==> config.mk <==
export PLATFORM = sky130hd
export DESIGN_NAME = gbms_falloff
export DESIGN_NICKNAME = d
export VERILOG_FILES = /design/src/hw/rtl/gbms_pkg.sv /design/src/hw/rtl/gbms_falloff.sv
export SDC_FILE = /design/constraint.sdc
export NUM_CORES = 2
export LEC_CHECK = 0
export BUFFER_PORTS_ARGS = -buffer_cell sky130_fd_sc_hd__buf_2
export CORE_AREA = 2 2 253 255
export DETAILED_ROUTE_END_ITERATION = 8
export DIE_AREA = 0 0 255 257
export PLACE_DENSITY_LB_ADDON = 0.15
export SYNTH_ARGS = -nofsm -noshare
export SYNTH_HDL_FRONTEND = slang
export SYNTH_SLANG_ARGS = --single-unit
==> constraint.sdc <==
create_clock -name clk -period 17.7 [get_ports clk]
set_input_delay 3.54 -clock clk [delete_from_list [all_inputs] [get_ports clk]]
set_output_delay 3.54 -clock clk [all_outputs]
set_load 0.01 [all_outputs]
==> src/hw/rtl/gbms_pkg.sv <==
// Shared constants, types and the falloff table for the brush mask stamp.
`timescale 1ns / 1ps

package gbms_pkg;

  // Mask geometry and field widths.
  localparam int MASK_SIZE     = 1024;
  localparam int COORD_BITS    = 10;
  localparam int RADIUS_BITS   = 11;
  localparam int STRENGTH_BITS = 6;
  localparam int MS_BITS       = 8;
  localparam int BYTE_BITS     = 8;
  localparam int CFG_DATA_BITS = 11;
  localparam int CFG_IDX_BITS  = 1;

  // Register indexes of the configuration port.
  localparam logic [CFG_IDX_BITS-1:0] REG_BRUSH_RADIUS = 1'b0;
  localparam logic [CFG_IDX_BITS-1:0] REG_STRENGTH     = 1'b1;

  // Reset values of the configuration registers.
  localparam logic [RADIUS_BITS-1:0]   RADIUS_RESET   = 11'd32;
  localparam logic [STRENGTH_BITS-1:0] STRENGTH_RESET = 6'd4;

  // Mask memory organization: several mask bytes share one memory word.
  localparam int LANES      = 16;
  localparam int LANE_BITS  = $clog2(LANES);
  localparam int WORD_BITS  = LANES * BYTE_BITS;
  localparam int WORDS      = (MASK_SIZE * MASK_SIZE) / LANES;
  localparam int WADDR_BITS = $clog2(WORDS);
  localparam int BADDR_BITS = $clog2(MASK_SIZE * MASK_SIZE);

  // Falloff table.
  localparam int FALLOFF_ENTRIES = 256;
  localparam int IDX_BITS        = $clog2(FALLOFF_ENTRIES);
  localparam int DIV_CNT_BITS    = $clog2(IDX_BITS);
  localparam int FALL_BITS       = 16;

  // Step scaling: a change of one byte step is 65536 * 2 * 1000 / 400 = 5 << 16.
  localparam int STEP_SHIFT  = 16;
  localparam int STEP_ODD    = 5;
  localparam int STEP_DIV    = STEP_ODD << STEP_SHIFT;
  localparam int RECIP_SHIFT = 18;
  localparam int RECIP       = ((1 << RECIP_SHIFT) + STEP_ODD - 1) / STEP_ODD;
  localparam int PROD_BITS   = FALL_BITS + STRENGTH_BITS + MS_BITS;
  localparam int PADJ_BITS   = PROD_BITS + 1;
  localparam int NUM_BITS    = PADJ_BITS - STEP_SHIFT;
  localparam int RECIP_BITS  = 16;
  localparam int QPROD_BITS  = NUM_BITS + RECIP_BITS;
  localparam int STEP_BITS   = QPROD_BITS - RECIP_SHIFT;

  // Request from the control sequencer to the falloff unit.
  typedef struct packed {
    logic                     go;
    logic [COORD_BITS-1:0]    px;
    logic [COORD_BITS-1:0]    py;
    logic [COORD_BITS-1:0]    cx;
    logic [COORD_BITS-1:0]    cy;
    logic [RADIUS_BITS-1:0]   radius;
    logic [STRENGTH_BITS-1:0] strength;
    logic [MS_BITS-1:0]       ms;
    logic                     erase;
  } fo_req_t;

  // Answer of the falloff unit: a one-cycle done pulse and the byte step.
  typedef struct packed {
    logic                 done;
    logic [STEP_BITS-1:0] step;
  } fo_res_t;

  typedef logic [FALL_BITS-1:0] falloff_tab_t [FALLOFF_ENTRIES];

  // Divides a series term by its small loop index, each arm by a constant.
  function automatic longint unsigned div_k(longint unsigned v, int k);
    longint unsigned r;
    unique case (k)
      1:       r = v;
      2:       r = v / 2;
      3:       r = v / 3;
      4:       r = v / 4;
      5:       r = v / 5;
      6:       r = v / 6;
      7:       r = v / 7;
      8:       r = v / 8;
      9:       r = v / 9;
      10:      r = v / 10;
      11:      r = v / 11;
      12:      r = v / 12;
      13:      r = v / 13;
      14:      r = v / 14;
      default: r = 0;
    endcase
    return r;
  endfunction

  // One table entry: exp(-4 t2) from a Taylor series of exp(-t2/2) squared
  // three times, less one tenth, clamped and rounded to Q0.16.
  function automatic logic [FALL_BITS-1:0] falloff_entry(int i);
    longint unsigned z;
    longint unsigned term;
    longint unsigned e;
    longint          acc;
    longint          f;
    z    = (longint'(i) << 30) / (2 * FALLOFF_ENTRIES);
    term = 64'd1 << 30;
    acc  = 64'sd1 << 30;
    for (int k = 1; k <= 14; k++) begin
      term = (term * z) >> 30;
      term = div_k(term, k);
      if ((k % 2) == 1) begin
        acc = acc - longint'(term);
      end else begin
        acc = acc + longint'(term);
      end
    end
    if (acc < 0) begin
      acc = 0;
    end
    if (acc > (64'sd1 << 30)) begin
      acc = 64'sd1 << 30;
    end
    e = longint'(acc);
    for (int k = 0; k < 3; k++) begin
      e = (e * e + (64'd1 << 29)) >> 30;
    end
    f = longint'(e) - 64'sd107374182;
    if (f < 0) begin
      f = 0;
    end
    f = (f + (64'sd1 << 13)) >>> 14;
    if (f > 65535) begin
      f = 65535;
    end
    return f[FALL_BITS-1:0];
  endfunction

  function automatic falloff_tab_t build_falloff();
    falloff_tab_t t;
    for (int i = 0; i < FALLOFF_ENTRIES; i++) begin
      t[i] = falloff_entry(i);
    end
    return t;
  endfunction

  localparam falloff_tab_t FALLOFF_TAB = build_falloff();

endpackage

==> src/hw/rtl/gbms_falloff.sv <==
// Falloff unit: distance, iterative index divide, table lookup and step scaling.
`timescale 1ns / 1ps

module gbms_falloff
  import gbms_pkg::*;
(
  input  logic    clk,
  input  logic    rst,
  input  fo_req_t req,
  output fo_res_t res
);

  localparam logic [2:0] F_IDLE = 3'd0;
  localparam logic [2:0] F_SQ   = 3'd1;
  localparam logic [2:0] F_SUM  = 3'd2;
  localparam logic [2:0] F_DIV  = 3'd3;
  localparam logic [2:0] F_LOOK = 3'd4;
  localparam logic [2:0] F_MUL1 = 3'd5;
  localparam logic [2:0] F_MUL2 = 3'd6;
  localparam logic [2:0] F_DQ   = 3'd7;

  localparam int SQ_BITS  = 2 * COORD_BITS;
  localparam int D2_BITS  = SQ_BITS + 1;
  localparam int R2_BITS  = 2 * RADIUS_BITS;
  localparam int FS_BITS  = FALL_BITS + STRENGTH_BITS;

  logic [2:0]               state;
  logic [DIV_CNT_BITS-1:0]  cnt;
  logic [COORD_BITS-1:0]    dx;
  logic [COORD_BITS-1:0]    dy;
  logic [RADIUS_BITS-1:0]   rad;
  logic [STRENGTH_BITS-1:0] strength;
  logic [MS_BITS-1:0]       ms;
  logic                     erase;
  logic [SQ_BITS-1:0]       dx2;
  logic [SQ_BITS-1:0]       dy2;
  logic [R2_BITS-1:0]       r2;
  logic [R2_BITS-1:0]       rem;
  logic [IDX_BITS-1:0]      quo;
  logic                     in_rng;
  logic [FALL_BITS-1:0]     fall;
  logic [FS_BITS-1:0]       fs;
  logic [PROD_BITS-1:0]     prod;

  logic [D2_BITS-1:0]       d2;
  logic [R2_BITS:0]         shifted;
  logic                     fits;
  logic [PADJ_BITS-1:0]     padj;
  logic [QPROD_BITS-1:0]    qprod;

  // Squared distance, one restoring divide step and the reciprocal divide.
  always_comb begin
    d2      = {1'b0, dx2} + {1'b0, dy2};
    shifted = {rem, 1'b0};
    fits    = shifted >= {1'b0, r2};
    padj    = erase ? ({1'b0, prod} + PADJ_BITS'(STEP_DIV - 1)) : {1'b0, prod};
    qprod   = {{RECIP_BITS{1'b0}}, padj[PADJ_BITS-1:STEP_SHIFT]}
              * QPROD_BITS'(RECIP);
  end

  // Control sequence of the unit.
  always_ff @(posedge clk) begin
    if (rst) begin
      state    <= F_IDLE;
      cnt      <= '0;
      res.done <= 1'b0;
    end else begin
      res.done <= 1'b0;
      unique case (state)
        F_IDLE: begin
          if (req.go) begin
            state <= F_SQ;
          end
        end
        F_SQ:   state <= F_SUM;
        F_SUM: begin
          cnt   <= '0;
          state <= F_DIV;
        end
        F_DIV: begin
          cnt <= cnt + 1'b1;
          if (cnt == DIV_CNT_BITS'(IDX_BITS - 1)) begin
            state <= F_LOOK;
          end
        end
        F_LOOK: state <= F_MUL1;
        F_MUL1: state <= F_MUL2;
        F_MUL2: state <= F_DQ;
        F_DQ: begin
          res.done <= 1'b1;
          state    <= F_IDLE;
        end
        default: state <= F_IDLE;
      endcase
    end
  end

  // Datapath registers.
  always_ff @(posedge clk) begin
    unique case (state)
      F_IDLE: begin
        dx       <= (req.px >= req.cx) ? (req.px - req.cx) : (req.cx - req.px);
        dy       <= (req.py >= req.cy) ? (req.py - req.cy) : (req.cy - req.py);
        rad      <= (req.radius == '0) ? RADIUS_BITS'(1) : req.radius;
        strength <= req.strength;
        ms       <= req.ms;
        erase    <= req.erase;
      end
      F_SQ: begin
        dx2 <= dx * dx;
        dy2 <= dy * dy;
        r2  <= rad * rad;
      end
      F_SUM: begin
        // Beyond the radius the index is out of the table and falloff is zero.
        in_rng <= {1'b0, d2} < r2;
        rem    <= R2_BITS'(d2);
        quo    <= '0;
      end
      F_DIV: begin
        if (fits) begin
          rem <= R2_BITS'(shifted - {1'b0, r2});
        end else begin
          rem <= shifted[R2_BITS-1:0];
        end
        quo <= {quo[IDX_BITS-2:0], fits};
      end
      F_LOOK: fall <= in_rng ? FALLOFF_TAB[quo] : '0;
      F_MUL1: fs   <= fall * strength;
      F_MUL2: prod <= fs * ms;
      F_DQ:   res.step <= qprod[QPROD_BITS-1:RECIP_SHIFT];
      default: ;
    endcase
  end

endmodule

==> metrics.txt <==
outcome=completed; Cells after Synth=3661; Setup Viol. Count Final=0; arrival time at the worst endpoint=8.09 ns; Crit. Startpoint=prod[11]; wire length per cell=16.1 um; Antenna Cells=0; non-filler cells, final=4523; Via density=5.52; antenna violations before repair=1; Worst R2R End=res[12]; final hold vios=0; post-synthesis async set-or-reset flop share=0%; number of global-route vias before repair=25500; drt pass-1 iters=8; worst-path fanout max=5; Routed Antenna Nets=0; DRC errors left=0; CTS H-tree depth=1; CTS Hold Buffers Added=0; Yosys warning count=0; post-route setup TNS=0 ns; most common cell after layout, fill and taps aside=inv_1; GR Util All Layers=22.9%; Syn Nets=4579; initial core utilization=54.5%; clk buf depth=3; CTS Sinks=224; crit start category=register; first-pass GRT wire length=124000 um; Slew headroom=31.7%; fin crit share=43.3%; Main synth FF type=edfxtp_1; Clock Pin Slew Worst Setup and Hold Paths=0.07 ns; WL met2=35200 um; top sig layer=met5; PostCTS Resize Cnt=0; GRT overflow=0; nets@finish=4572; Ports=83; worst-path cell with the longest stage delay=fa_1; Pins Over Slew Limit=0; total die area=65500 um^2; FF-to-FF Start=prod[11]; most frequent cells in the layout=inv_1 (543), ha_1 (456), fa_1 (393), nand2_1 (366), and2_1 (226); post-layout min period=7.66 ns; area grow syn2layout=6.04%; kind of critical path=reg2reg; RSZ-0062 raised after global routing=no; pre-CTS setup slack=9.96 ns; Worst setup EP type=register; WP data required=18.13 ns; metal3 WL=3300 um; Die Wd=255 um; setup ws final=10.04 ns; Worst Hold Class=reg2reg; Worst-Margin Slew=1.02 ns; end of the critical path=res[12]; Post-Syn Area per Cell=9.34 um^2; clock latency on the worst-skew pair=0.60 ns; share of cells above drive strength 1=5.52%; Max Freq=131 MHz; max-cap viol count=0; R2R cell count=28; Post-synth EDFFs=217; fin util=57.8%; worst reg2reg setup slack=10.04 ns; post-synth cell types=76; Initial DRC Count=1400; TritonCTS Buffers=30; slowest stage delay, CP=0.52 ns; Fin Clk Skew=0.0397 ns; TritonCTS clock tree=yes; aggregate routed wire length=72700 um; #FFs+latches synth=224; met1 wire length=32500 um; port buffer count=82; GPL Wtd Cong=0.939; Mapped Area=34200 um^2; postcts setup bufs=0; hpwl dp=57200 um; root buffer cell=clkbuf_16; Via Count=25000; placed insts=4468; maximum number of pins on one net before global-route repair=86; register area share after synthesis=19.5%; crit-path most repeated cell=ha_1; core area=62700 um^2; num rows=92; Die Ht=257 um
==> registers in the layout, indices dropped and copies added (netlist names), 3 cells and up <==
name,cells
quo,8
dy2,19
dy,10
dx2,19
res,14
rad,11
rem,22
state,3
r2,21
dx,10
prod,30
fs,22
strength,6
cnt,3
ms,8
fall,16
==> metal layers <==
layer  track usage, %  vias up
li1                 -    12200
met1             30.7    12100
met2             39.3      591
met3             2.41      121
met4             6.06        2
met5                0        -
==> cell type report <==
| class | instances | area (um^2) |
|---|---|---|
| fill | 5567 | 26500 |
| multi-input combinational | 2752 | 25000 |
| sequential | 224 | 6660 |
| inverter | 545 | 2050 |
| tap | 846 | 1060 |
| clock buffer | 34 | 796 |
| timing repair buffer | 101 | 553 |
| clock inverter | 21 | 178 |
==> through the flow <==
step                      hold WS [ns]  instance area, um^2
final                            0.514                36200
after global routing             0.554                36200
after CTS                        0.521                36200
after detailed placement         0.498                35300
after global placement           0.486                35300
after floorplan                  0.463                34200
==> worst min path at each step <==
stage	start	endpoint	slack [ns]	cells after the start
global route	cnt[2]	cnt[2]	0.55	2
detailed placement	cnt[1]	cnt[1]	0.50	2
finish	cnt[1]	cnt[1]	0.51	2
CTS	cnt[2]	cnt[2]	0.52	2
global placement	cnt[1]	cnt[1]	0.49	2
floorplan	dy[0]	dy2[0]	0.46	0
==> worst max-delay path, delay by kind of cell, from the launching register on <==
kind                     cells  cell delay [ns]
XOR/XNOR                     2             0.55
adder cells (fa/ha/maj)      7             2.55
buffers and inverters        1             0.08
AO/OA/AOI/OAI                8             2.14
flip-flops                   1             0.41
AND/OR/NAND/NOR             10             1.78
==> cells in the mapped netlist (all sizes together), types with 10 or more instances <==
| cell type | count | area, um^2 |
|---|---|---|
| a211o | 10 | 87.6 |
| a211oi | 34 | 255 |
| a21o | 54 | 405 |
| a21oi | 196 | 981 |
| a31oi | 31 | 194 |
| and2 | 226 | 1410 |
| and3 | 26 | 163 |
| buf | 17 | 72.6 |
| clkbuf | 123 | 462 |
| edfxtp | 217 | 6520 |
| fa | 393 | 7870 |
| ha | 456 | 5710 |
| inv | 543 | 2040 |
| mux2i | 38 | 380 |
| nand2 | 366 | 1370 |
| nand2b | 31 | 194 |
| nand3 | 41 | 205 |
| nor2 | 197 | 739 |
| nor2b | 35 | 219 |
| nor3 | 31 | 155 |
| nor4 | 14 | 148 |
| o211ai | 14 | 105 |
| o21a | 28 | 210 |
| o21ai | 118 | 591 |
| o21bai | 19 | 143 |
| o22ai | 13 | 81.3 |
| o31ai | 20 | 150 |
| or2 | 14 | 87.6 |
| or3 | 15 | 93.8 |
| xnor2 | 129 | 1130 |
| xor2 | 63 | 552 |
==> cell families (layout without fill, tap and decap cells) <==
group,count (synthesis),count (layout),share of synthesized area [%]
DFF,224,224,19.5
muxes,51,51,1.67
buffers and inverters,685,701,7.55
adders and majority gates,849,849,39.7
AOI/OAI and AO/OA,634,634,12.0
and+or+nand+nor,1026,1026,14.7
xor gates and xnor gates,192,192,4.92
Power is left out: the tool's default activity adds up to more than one toggle a clock period on the data nets, which glitch-free logic cannot reach.
